`src/hdl/tcgr_pkg.sv`:
```
`timescale 1ns / 1ps

package tcgr_pkg;

    localparam int GRID_ROWS  = 25;
    localparam int GRID_COLS  = 80;
    localparam int CELL_LINES = 16;

    localparam int OFFSET_W   = 25;
    localparam int LINE_W     = $clog2(CELL_LINES);
    localparam int QUEUE_DEPTH = 2;
    localparam int QUEUE_PTR_W = (QUEUE_DEPTH > 1) ? $clog2(QUEUE_DEPTH) : 1;
    localparam int QUEUE_CNT_W = $clog2(QUEUE_DEPTH + 1);

    localparam int CFG_INDEX_W = 3;
    localparam int CFG_DATA_W  = 16;

    typedef enum logic [CFG_INDEX_W-1:0] {
        CFG_LINE_PITCH     = 3'd0,
        CFG_PIXEL_BYTES    = 3'd1,
        CFG_RED_POSITION   = 3'd2,
        CFG_RED_SIZE       = 3'd3,
        CFG_GREEN_POSITION = 3'd4,
        CFG_GREEN_SIZE     = 3'd5,
        CFG_BLUE_POSITION  = 3'd6,
        CFG_BLUE_SIZE      = 3'd7
    } t_cfg_reg;

    typedef struct packed {
        logic [15:0] line_pitch;
        logic [2:0]  pixel_bytes;
        logic [4:0]  red_position;
        logic [3:0]  red_size;
        logic [4:0]  green_position;
        logic [3:0]  green_size;
        logic [4:0]  blue_position;
        logic [3:0]  blue_size;
    } t_cfg;

    localparam t_cfg CFG_RESET = '{
        line_pitch:     16'd0,
        pixel_bytes:    3'd4,
        red_position:   5'd16,
        red_size:       4'd8,
        green_position: 5'd8,
        green_size:     4'd8,
        blue_position:  5'd0,
        blue_size:      4'd8
    };

    typedef enum logic [4:0] {
        G_D0 = 5'd0, G_D1 = 5'd1, G_D2 = 5'd2, G_D3 = 5'd3, G_D4 = 5'd4,
        G_D5 = 5'd5, G_D6 = 5'd6, G_D7 = 5'd7, G_D8 = 5'd8, G_D9 = 5'd9,
        G_SPACE  = 5'd10,
        G_HYPHEN = 5'd11,
        G_LC_D   = 5'd12,
        G_LC_E   = 5'd13,
        G_LC_F   = 5'd14,
        G_LC_I   = 5'd15,
        G_LC_L   = 5'd16,
        G_LC_N   = 5'd17,
        G_LC_O   = 5'd18,
        G_LC_S   = 5'd19,
        G_QUEST  = 5'd20
    } t_glyph;

    typedef struct packed {
        logic [OFFSET_W-1:0] base;
        t_glyph              glyph;
    } t_job;

    function automatic t_glyph classify(input logic [7:0] code);
        t_glyph g;
        logic [7:0] d;
        d = code - 8'h30;
        if (code >= 8'h30 && code <= 8'h39) begin
            g = t_glyph'(d[4:0]);
        end else begin
            unique case (code)
                8'h20:   g = G_SPACE;
                8'h2D:   g = G_HYPHEN;
                8'h64:   g = G_LC_D;
                8'h65:   g = G_LC_E;
                8'h66:   g = G_LC_F;
                8'h69:   g = G_LC_I;
                8'h6C:   g = G_LC_L;
                8'h6E:   g = G_LC_N;
                8'h6F:   g = G_LC_O;
                8'h73:   g = G_LC_S;
                default: g = G_QUEST;
            endcase
        end
        return g;
    endfunction

    // glyph rows packed top row first
    function automatic logic [7:0] font_row(input t_glyph g, input logic [2:0] r);
        logic [63:0] w;
        logic [63:0] s;
        unique case (g)
            G_D0:     w = 64'h3C666E7666663C00;
            G_D1:     w = 64'h1838181818187E00;
            G_D2:     w = 64'h3C66061C30607E00;
            G_D3:     w = 64'h3C66061C06663C00;
            G_D4:     w = 64'h0C1C3C6C7E0C0C00;
            G_D5:     w = 64'h7E607C0606663C00;
            G_D6:     w = 64'h1C30607C66663C00;
            G_D7:     w = 64'h7E660C1818181800;
            G_D8:     w = 64'h3C66663C66663C00;
            G_D9:     w = 64'h3C66663E060C3800;
            G_SPACE:  w = 64'h0000000000000000;
            G_HYPHEN: w = 64'h0000007E00000000;
            G_LC_D:   w = 64'h0C0C3C6C6C6C3600;
            G_LC_E:   w = 64'h00003C667E603C00;
            G_LC_F:   w = 64'h1C30307C30303000;
            G_LC_I:   w = 64'h1800381818183C00;
            G_LC_L:   w = 64'h3818181818183C00;
            G_LC_N:   w = 64'h00006C7666666600;
            G_LC_O:   w = 64'h00003C6666663C00;
            G_LC_S:   w = 64'h00003E603C067C00;
            default:  w = 64'h3C66060C18001800;
        endcase
        s = w >> {~r, 3'b000};
        return s[7:0];
    endfunction

    function automatic logic [31:0] component(input logic [3:0] size,
                                              input logic [4:0] pos);
        logic [3:0] n;
        logic [8:0] m;
        n = (size > 4'd8) ? 4'd8 : size;
        m = (9'd1 << n) - 9'd1;
        return {24'd0, m[7:0]} << pos;
    endfunction

    function automatic logic [31:0] white_value(input t_cfg c);
        logic [31:0] v;
        v = component(c.red_size, c.red_position)
          | component(c.green_size, c.green_position)
          | component(c.blue_size, c.blue_position);
        if (c.pixel_bytes == 3'd3) begin
            v = v & 32'h00FF_FFFF;
        end
        return v;
    endfunction

endpackage

```
`src/hdl/text_cell_glyph_renderer.sv`:
```
// The first scanline item is registered in the output stage after the cell item
// has been written to the job queue.
// Each in-grid cell gives 16 scanlines, one scanline per cycle from the back
// sequencer unless i_out_ready stalls it; cells outside the grid give nothing.
// Reset (synchronous, active low): config registers to defaults, queue and
// output stage emptied.
`timescale 1ns / 1ps

module text_cell_glyph_renderer (
    input  logic                                i_clk,
    input  logic                                i_rst_n,
    input  logic                                i_cfg_we,
    input  logic [tcgr_pkg::CFG_INDEX_W-1:0]    i_cfg_index,
    input  logic [tcgr_pkg::CFG_DATA_W-1:0]     i_cfg_data,
    input  logic                                i_in_valid,
    output logic                                o_in_ready,
    input  logic [4:0]                          i_cell_row,
    input  logic [6:0]                          i_cell_column,
    input  logic [7:0]                          i_char_code,
    output logic                                o_out_valid,
    input  logic                                i_out_ready,
    output logic [tcgr_pkg::OFFSET_W-1:0]       o_scanline_offset,
    output logic [7:0]                          o_pixel_mask,
    output logic [31:0]                         o_fore_color,
    output logic                                o_last_scanline
);

    tcgr_pkg::t_cfg r_cfg;
    tcgr_pkg::t_job push_job;
    tcgr_pkg::t_job head_job;
    logic           push;
    logic           pop;
    logic           queue_full;
    logic           head_valid;
    logic [31:0]    white;

    always_ff @(posedge i_clk) begin
        if (!i_rst_n) begin
            r_cfg <= tcgr_pkg::CFG_RESET;
        end else if (i_cfg_we) begin
            unique case (tcgr_pkg::t_cfg_reg'(i_cfg_index))
                tcgr_pkg::CFG_LINE_PITCH:     r_cfg.line_pitch     <= i_cfg_data;
                tcgr_pkg::CFG_PIXEL_BYTES:    r_cfg.pixel_bytes    <= i_cfg_data[2:0];
                tcgr_pkg::CFG_RED_POSITION:   r_cfg.red_position   <= i_cfg_data[4:0];
                tcgr_pkg::CFG_RED_SIZE:       r_cfg.red_size       <= i_cfg_data[3:0];
                tcgr_pkg::CFG_GREEN_POSITION: r_cfg.green_position <= i_cfg_data[4:0];
                tcgr_pkg::CFG_GREEN_SIZE:     r_cfg.green_size     <= i_cfg_data[3:0];
                tcgr_pkg::CFG_BLUE_POSITION:  r_cfg.blue_position  <= i_cfg_data[4:0];
                tcgr_pkg::CFG_BLUE_SIZE:      r_cfg.blue_size      <= i_cfg_data[3:0];
                default:                      r_cfg                <= r_cfg;
            endcase
        end
    end

    assign white = tcgr_pkg::white_value(r_cfg);

    tcgr_front u_front (
        .i_valid       (i_in_valid),
        .o_ready       (o_in_ready),
        .i_cell_row    (i_cell_row),
        .i_cell_column (i_cell_column),
        .i_char_code   (i_char_code),
        .i_line_pitch  (r_cfg.line_pitch),
        .i_pixel_bytes (r_cfg.pixel_bytes),
        .i_queue_full  (queue_full),
        .o_push        (push),
        .o_job         (push_job)
    );

    tcgr_queue u_queue (
        .i_clk   (i_clk),
        .i_rst_n (i_rst_n),
        .i_push  (push),
        .i_job   (push_job),
        .o_full  (queue_full),
        .i_pop   (pop),
        .o_valid (head_valid),
        .o_job   (head_job)
    );

    tcgr_back u_back (
        .i_clk             (i_clk),
        .i_rst_n           (i_rst_n),
        .i_job_valid       (head_valid),
        .i_job             (head_job),
        .o_pop             (pop),
        .i_line_pitch      (r_cfg.line_pitch),
        .i_fore_color      (white),
        .o_valid           (o_out_valid),
        .i_ready           (i_out_ready),
        .o_scanline_offset (o_scanline_offset),
        .o_pixel_mask      (o_pixel_mask),
        .o_fore_color      (o_fore_color),
        .o_last_scanline   (o_last_scanline)
    );

endmodule

```
`src/hdl/tcgr_front.sv`:
```
`timescale 1ns / 1ps

module tcgr_front (
    input  logic                                 i_valid,
    output logic                                 o_ready,
    input  logic [4:0]                           i_cell_row,
    input  logic [6:0]                           i_cell_column,
    input  logic [7:0]                           i_char_code,
    input  logic [15:0]                          i_line_pitch,
    input  logic [2:0]                           i_pixel_bytes,
    input  logic                                 i_queue_full,
    output logic                                 o_push,
    output tcgr_pkg::t_job                       o_job
);

    logic                          in_grid;
    logic [20:0]                   row_pitch;
    logic [11:0]                   x_bytes;

    assign in_grid = (32'(i_cell_row) < tcgr_pkg::GRID_ROWS) &&
                     (32'(i_cell_column) < tcgr_pkg::GRID_COLS);

    assign o_ready = !i_queue_full;
    assign o_push  = i_valid && o_ready && in_grid;

    // x offset: column * 8 pixels * bytes per pixel (3, any other value taken as 4)
    always_comb begin
        if (i_pixel_bytes == 3'd3) begin
            x_bytes = {1'b0, i_cell_column, 4'd0} + {2'd0, i_cell_column, 3'd0};
        end else begin
            x_bytes = {i_cell_column, 5'd0};
        end
    end

    assign row_pitch = 21'(i_cell_row) * 21'(i_line_pitch);

    always_comb begin
        o_job.base  = {row_pitch, 4'd0} + tcgr_pkg::OFFSET_W'(x_bytes);
        o_job.glyph = tcgr_pkg::classify(i_char_code);
    end

endmodule

```
`src/hdl/tcgr_queue.sv`:
```
`timescale 1ns / 1ps

module tcgr_queue (
    input  logic           i_clk,
    input  logic           i_rst_n,
    input  logic           i_push,
    input  tcgr_pkg::t_job i_job,
    output logic           o_full,
    input  logic           i_pop,
    output logic           o_valid,
    output tcgr_pkg::t_job o_job
);

    tcgr_pkg::t_job                          r_mem [tcgr_pkg::QUEUE_DEPTH];
    logic [tcgr_pkg::QUEUE_PTR_W-1:0]        r_wr_ptr;
    logic [tcgr_pkg::QUEUE_PTR_W-1:0]        r_rd_ptr;
    logic [tcgr_pkg::QUEUE_CNT_W-1:0]        r_count;
    logic [tcgr_pkg::QUEUE_PTR_W-1:0]        n_wr_ptr;
    logic [tcgr_pkg::QUEUE_PTR_W-1:0]        n_rd_ptr;
    logic                                    do_pop;

    assign o_full  = (32'(r_count) == tcgr_pkg::QUEUE_DEPTH);
    assign o_valid = (r_count != '0);
    assign o_job   = r_mem[r_rd_ptr];
    assign do_pop  = i_pop && o_valid;

    always_comb begin
        n_wr_ptr = (32'(r_wr_ptr) == tcgr_pkg::QUEUE_DEPTH - 1) ? '0 : r_wr_ptr + 1'b1;
        n_rd_ptr = (32'(r_rd_ptr) == tcgr_pkg::QUEUE_DEPTH - 1) ? '0 : r_rd_ptr + 1'b1;
    end

    always_ff @(posedge i_clk) begin
        if (i_push) begin
            r_mem[r_wr_ptr] <= i_job;
        end
    end

    always_ff @(posedge i_clk) begin
        if (!i_rst_n) begin
            r_wr_ptr <= '0;
            r_rd_ptr <= '0;
            r_count  <= '0;
        end else begin
            if (i_push) begin
                r_wr_ptr <= n_wr_ptr;
            end
            if (do_pop) begin
                r_rd_ptr <= n_rd_ptr;
            end
            if (i_push && !do_pop) begin
                r_count <= r_count + 1'b1;
            end else if (do_pop && !i_push) begin
                r_count <= r_count - 1'b1;
            end
        end
    end

endmodule

```
`src/hdl/tcgr_back.sv`:
```
`timescale 1ns / 1ps

module tcgr_back (
    input  logic                            i_clk,
    input  logic                            i_rst_n,
    input  logic                            i_job_valid,
    input  tcgr_pkg::t_job                  i_job,
    output logic                            o_pop,
    input  logic [15:0]                     i_line_pitch,
    input  logic [31:0]                     i_fore_color,
    output logic                            o_valid,
    input  logic                            i_ready,
    output logic [tcgr_pkg::OFFSET_W-1:0]   o_scanline_offset,
    output logic [7:0]                      o_pixel_mask,
    output logic [31:0]                     o_fore_color,
    output logic                            o_last_scanline
);

    logic [tcgr_pkg::LINE_W-1:0]   r_line;
    logic [tcgr_pkg::OFFSET_W-1:0] r_acc;
    logic                          r_valid;
    logic [tcgr_pkg::OFFSET_W-1:0] r_offset;
    logic [7:0]                    r_mask;
    logic [31:0]                   r_color;
    logic                          r_last;

    logic                          advance;
    logic                          emit;
    logic                          is_last;
    logic [tcgr_pkg::OFFSET_W-1:0] cur_off;

    assign advance = !r_valid || i_ready;
    assign emit    = advance && i_job_valid;
    assign is_last = (32'(r_line) == tcgr_pkg::CELL_LINES - 1);
    assign o_pop   = emit && is_last;
    assign cur_off = (r_line == '0) ? i_job.base : r_acc;

    always_ff @(posedge i_clk) begin
        if (!i_rst_n) begin
            r_line  <= '0;
            r_valid <= 1'b0;
        end else begin
            if (advance) begin
                r_valid <= i_job_valid;
            end
            if (emit) begin
                r_line <= is_last ? '0 : r_line + 1'b1;
            end
        end
    end

    always_ff @(posedge i_clk) begin
        if (emit) begin
            r_acc    <= cur_off + tcgr_pkg::OFFSET_W'(i_line_pitch);
            r_offset <= cur_off;
            r_mask   <= tcgr_pkg::font_row(i_job.glyph, r_line[tcgr_pkg::LINE_W-1 -: 3]);
            r_color  <= i_fore_color;
            r_last   <= is_last;
        end
    end

    assign o_valid           = r_valid;
    assign o_scanline_offset = r_offset;
    assign o_pixel_mask      = r_mask;
    assign o_fore_color      = r_color;
    assign o_last_scanline   = r_last;

endmodule
```
`config.mk`:
```
export PLATFORM = sky130hd
export DESIGN_NAME = text_cell_glyph_renderer
export DESIGN_NICKNAME = d
export VERILOG_FILES = /design/src/hdl/tcgr_pkg.sv /design/src/hdl/text_cell_glyph_renderer.sv /design/src/hdl/tcgr_front.sv /design/src/hdl/tcgr_queue.sv /design/src/hdl/tcgr_back.sv
export SDC_FILE = /design/constraint.sdc
export NUM_CORES = 1
export LEC_CHECK = 0
export BUFFER_PORTS_ARGS = -buffer_cell sky130_fd_sc_hd__buf_4
export CELL_PAD_IN_SITES_DETAIL_PLACEMENT = 1
export CELL_PAD_IN_SITES_GLOBAL_PLACEMENT = 1
export CORE_MARGIN = 2
export CORE_UTILIZATION = 43
export DETAILED_ROUTE_END_ITERATION = 10
export GPL_TIMING_DRIVEN = 0
export MAX_ROUTING_LAYER = met4
export PLACE_DENSITY_LB_ADDON = 0.2
export SLEW_MARGIN = 10
export SYNTH_ARGS = -nofsm -noshare
export SYNTH_HDL_FRONTEND = slang
export SYNTH_SLANG_ARGS = --single-unit
```
`constraint.sdc`:
```
create_clock -name i_clk -period 6.15 [get_ports i_clk]
set_input_delay 1.23 -clock i_clk [delete_from_list [all_inputs] [get_ports i_clk]]
set_output_delay 1.23 -clock i_clk [all_outputs]
set_load 0.1 [all_outputs]
```
### After elaboration in Yosys (flattened, before gate mapping)

Memories as Yosys holds them, arrays and structs flattened. A register that Yosys moved wholly into a read port is not among the register bits.
Cells that the tools add are included.

* flip-flop bits (word level): 146
* bits in latches: 0
* RAM bits: 60
* memory bits (read-only): 1344
* input port bits: 44
* word-level logic and storage cells: 114
* memories kept: 2

* add/subtract/negate cells: 12
* multiply operators: 1
* div/mod/pow operators: 0
* order comparisons: 7
* equality and inequality tests: 20
* shifts and indexed selects: 7
* mux-type cells: 17
* bitwise logic cells: 3
* reductions and logical operators: 26

Memory list
* (no name shown): depth 32, width 42, rd ports 1, clocked after memory_dff 0, write ports 0, RTL line tcgr_pkg.sv:100 `unique case (g)`
* u_queue.r_mem: depth 2, width 30, rd ports 1, clocked after memory_dff 1, write ports 1, RTL line tcgr_queue.sv:14 `tcgr_pkg::t_job r_mem [tcgr_pkg::QUEUE_DEPTH];`

Operators by type and width (count)
* << shifter 8 x 5 -> 32 bit: 3
* == test 8 x 7 -> 1 bit, second input constant: 8
* two-way mux 64 bit: 1
* bitwise OR 32 bit: 2
* >> shifter 64 x 6 -> 8 bit: 1
* one-hot mux 5 bit (10 select lines): 1
* adder 25 x 12 -> 25 bit: 1
* adder 25 x 16 -> 25 bit: 1
* two-way mux 25 bit: 1
* << shifter 1 x 4 -> 8 bit, first input constant: 3
* subtractor 8 x 1 -> 8 bit, second input constant: 3
* multiplier 5 x 16 -> 21 bit: 1
* == test 8 x 6 -> 1 bit, second input constant: 2
* two-way mux 4 bit: 4
* AND reduction 2 bit: 8
* adder 11 x 10 -> 12 bit: 1
* == test 3 bit, second input constant: 4
* greater-than comparator 4 bit, second input constant: 3
* two-way mux 12 bit: 1
* == test 3 x 2 -> 1 bit, second input constant: 3
* logical AND 1 bit: 9
* >= comparator 8 x 6 -> 1 bit, second input constant: 1
* <= comparator 8 x 6 -> 1 bit, second input constant: 1
* less-than comparator 7 bit, second input constant: 1
* other kinds (18): 29

### Depth between registers and ports, before layout

* depth in word-level cells: 8
* mapped depth: 22

### Hierarchy

A second synthesis with hierarchy kept.

* cells, all modules: 1821
* area total of the unflattened synthesis: 16397.0 µm²

Modules (own cells, without submodules)
* tcgr_back: times used 1, cells each 569, area each 5614.1 µm², sequential area each 2772.7 µm²
* text_cell_glyph_renderer: times used 1, cells each 654, area each 4700.8 µm², sequential area each 920.9 µm²
* tcgr_front: times used 1, cells each 483, area each 3707.3 µm², sequential area each 0.0 µm²
* tcgr_queue: times used 1, cells each 115, area each 2374.8 µm², sequential area each 1901.8 µm²

### Least setup slack after synthesis

Ideal clock, no wire load.

* path kind: input-to-reg
* from: input i_cell_row[4]
* to: memory u_queue.r_mem[0][29] (netlist bit), data pin
* library setup time: 0.273 ns
* arrival: 5.665 ns
* setup slack: 0.212 ns
* stages: 20
* path buffers: 1
* cells stage by stage: clkbuf_1 > and2_1 > fa_1 > fa_1 > inv_1 > fa_1 > inv_1 > ha_1 > and4_1 > or2_1 > nor2_1 > xnor2_1 > ha_1 > o21ai_0 > nand2b_1 > o2111a_1 > nand3_2 > nor4_4 > nand3_1 > xor3_1

RTL lines
* start: declaration: RTL line text_cell_glyph_renderer.sv:17 `input logic [4:0] i_cell_row,`
* end: declaration: RTL line tcgr_queue.sv:14

==> results_dict.tcl <==
set metrics [dict create \
    outcome "complete, no violations" \
    core-area_um2 34500 \
    r2r_end "u_back.r_acc[23]$_DFFE_PP_" \
    pre_cts_slack_ps -641 \
    areaGrowthSynthToFinish_pct 13.1 \
    finalSetupViolations 0 \
    die-width_um 191 \
    die_h_um 191 \
    first_pass_iters 5 \
    port_buffers 100 \
    yosys.area_share.adder_pct 12.6 \
    syn_avg_cell_area_um2 9.05 \
    tightest_slew_ps 1080 \
    regArea_um2 5420 \
    grt_max_degree 59 \
    start_util_pct 43.7 \
    layout.nets 1956 \
    track_usage_pct 27.2 \
    slew_viol_final 0 \
    r2r_slack_ps 560 \
    hp-class "register to register" \
    root_buffer "clkbuf_16" \
    drive_above_1_share_pct 9.89 \
    drt_iter0_markers 1001 \
    critPathRequiredTime_ps 6340 \
    synth_top_area_share_pct 28.4 \
    fillers 4106 \
    die_area_um2 36600 \
    min_to "r_cfg[29]$_SDFFE_PN1P_" \
    powerDensity_nw_per_um2 235 \
    crit_fanout 17 \
    synth_warnings 0 \
    ys_seq_area_share_pct 35.9 \
    grt_pass1_wl_um 74700 \
    crit_arrival_ps 6100 \
    synth_top_family_by_area "simple AND/OR/NAND/NOR gates" \
    cts_setup_buffers 0 \
    clock_latency_ps 460 \
    clockBufferDepth 2 \
    cts_tree "yes" \
    synth_compound_area_share_pct 17.1 \
    hold_start "r_cfg[29]$_SDFFE_PN1P_" \
    drv_cap 0 \
    ys_types 84 \
    clock_skew_ps 11.3 \
    grt_pass1_vias 13149 \
    ios 112 \
    rr_startpoint "u_back.r_line[1]$_SDFFE_PN0P_" \
    syn_inst 1668 \
    synth-seq-cells 199 \
    grt_overflow_total 0 \
    fin_ws_ps 234 \
    remaining_drc_errors 0 \
    ys.flop_type "edfxtp_1" \
    worst-r2r-cell-count 18 \
    antenna_found_initial 1 \
    criticalPathCategory "primary input to register" \
    rows 68 \
    finalWirelength_um 47200 \
    p_leak_nw 6.75 \
    final-hold-violation-count 0 \
    end_kind "register" \
    fin_crit_sh_pct 96.2 \
    ir_drop_v 0.000212 \
    place.gp.congestion 0.912 \
    htree_levels 4 \
    synthSimpleGateAreaFrac_pct 18.8 \
    vias 12973 \
    synth.area.mux_share_pct 6.49 \
    whs_path_depth 2 \
    finalSetupTns_ps 0 \
    clock_sinks 199 \
    slew_headroom_pct 27.7 \
    fmax_mhz 169 \
    synth_edf_count 143 \
    cts_hold_buf 0 \
    yosysMostFrequentCell "nand2_1" \
    path_clk_slew_ps 80 \
    multiInputGateArea_um2 8930 \
    cts_made_buffers 17 \
    synth_area_leaders "edfxtp_1 (28%), dfxtp_1 (7.4%), ha_1 (6.6%)" \
    syn_area_um2 15100 \
    instances_no_fill 2256 \
    dp_hpwl_um 36700 \
    vias_per_cell 5.75 \
    wl_per_cell_um 20.9 \
    ys_top_cells_by_count "nand2_1 (183), edfxtp_1 (143), a21oi_1 (123), nor2_1 (113), inv_1 (101)" \
    detail-route-antenna-nets 0 \
    ys_async_sr_fraction_pct 0 \
    place_inst 2226 \
    synth-xor-area-share_pct 4.04 \
    yosysTopAreaCell "edfxtp_1" \
    period_minus_slack_ps 5920 \
    startpoint_type "primary input" \
]
worst max path at each step:
stage / slack, ps / to / depth (start not counted) / startpoint
finish: 230 / u_queue.r_mem[1][29]$_DFFE_PP_ / 20 / i_cell_row[4]
global route: -10 / u_queue.r_mem[1][29]$_DFFE_PP_ / 21 / i_cell_row[4]
global placement: -560 / u_queue.r_mem[0][29]$_DFFE_PP_ / 21 / i_cell_row[4]
detailed placement: -640 / u_queue.r_mem[1][29]$_DFFE_PP_ / 21 / i_cell_row[4]
CTS: 120 / u_back.r_acc[24]$_DFFE_PP_ / 17 / u_back.r_line[1]$_SDFFE_PN0P_
floorplan: 210 / u_queue.r_mem[0][29]$_DFFE_PP_ / 20 / i_cell_row[4]
cells in the final DEF, fill, tap and decap left out, drive strengths merged, types with 17 or more instances in the layout:
cell type,instances
mux2i,81
a21boi,20
nand3,30
nor2,113
a21o,21
nand2,183
nor3,42
a21oi,124
o21ai,95
nand2b,22
and2,74
dfxtp,56
inv,106
buf,113
nor2b,44
ha,80
o211ai,17
xnor2,51
edfxtp,143
fa,45
clkbuf,98
area by class of cell:
class                      count  area share [%]
multi-input combinational   1270            52.3
sequential                   199            31.7
timing repair buffer         102            4.67
tap                          455            3.33
clock buffer                  17            2.49
inverter                     105            2.32
buffer                        92            2.12
clock inverter                15            1.01
antenna                        1          0.0147
metal layers:
layer | up-vias | wire length (um) | global-route usage (%) | share of wire, %
met5 | - | 0 | - | 0
met4 | 0 | 1170 | 8.08 | 2.5
met3 | 74 | 1720 | 3.25 | 3.6
met2 | 288 | 23600 | 45.8 | 50
met1 | 6459 | 20700 | 34.3 | 44
li1 | 6152 | - | - | -
stage by stage:
stage	utilization [%]	total power, mW	instance area [um^2]	hold WS [ps]
2_1_floorplan	-	2.54	15100	457
3_3_place_gp	47.5	2.84	16400	474
3_5_place_dp	47.7	2.86	16500	493
4_1_cts	49.4	4.03	17100	515
5_1_grt	49.4	4.16	17100	532
6_report	49.4	4.01	17100	515
flip-flops by register name (all words and copies together) (netlist names), named ones only:
signal	flops
u_queue.r_mem	54
r_cfg	46
u_back.o_fore_color	32
u_back.o_scanline_offset	25
u_back.r_acc	25
u_back.o_pixel_mask	6
u_back.r_line	4
u_queue.r_count	2
u_back.o_last_scanline	1
u_back.o_valid	1
u_queue.r_rd_ptr	1
u_queue.r_wr_ptr	1
critical path, cell delays in order:
cell	delay, ps
buf_4	180
and2_1	190
fa_1	500
fa_1	540
inv_1	60
fa_1	540
inv_1	40
ha_1	380
and4_1	280
or2_1	270
nor2_1	130
xnor2_1	80
ha_1	310
o21ai_0	90
nand2b_1	140
o2111a_2	310
nand3_2	140
nor4_4	320
nand3_1	130
xor3_1	230
kinds of logic after synthesis:
kind of cell | Yosys count
other | 1
and+or+nand+nor | 574
DFF | 199
adders and majority gates | 125
AOI/OAI and AO/OA | 405
muxes | 96
xor gates and xnor gates | 68
buffers and inverters | 200
where the power goes:
part           switching (mW)  internal (mW)  leakage [nW]
Combinational           0.882          0.306          4.68
Clock                   0.562          0.611         0.289
Sequential             0.0453           1.60          1.78
timing repair:
action	CTS	global route
endpoints found under the setup margin	4	13
pin swaps	0	0
gates resized for setup	0	6
(Power assumes the default switching activity.)
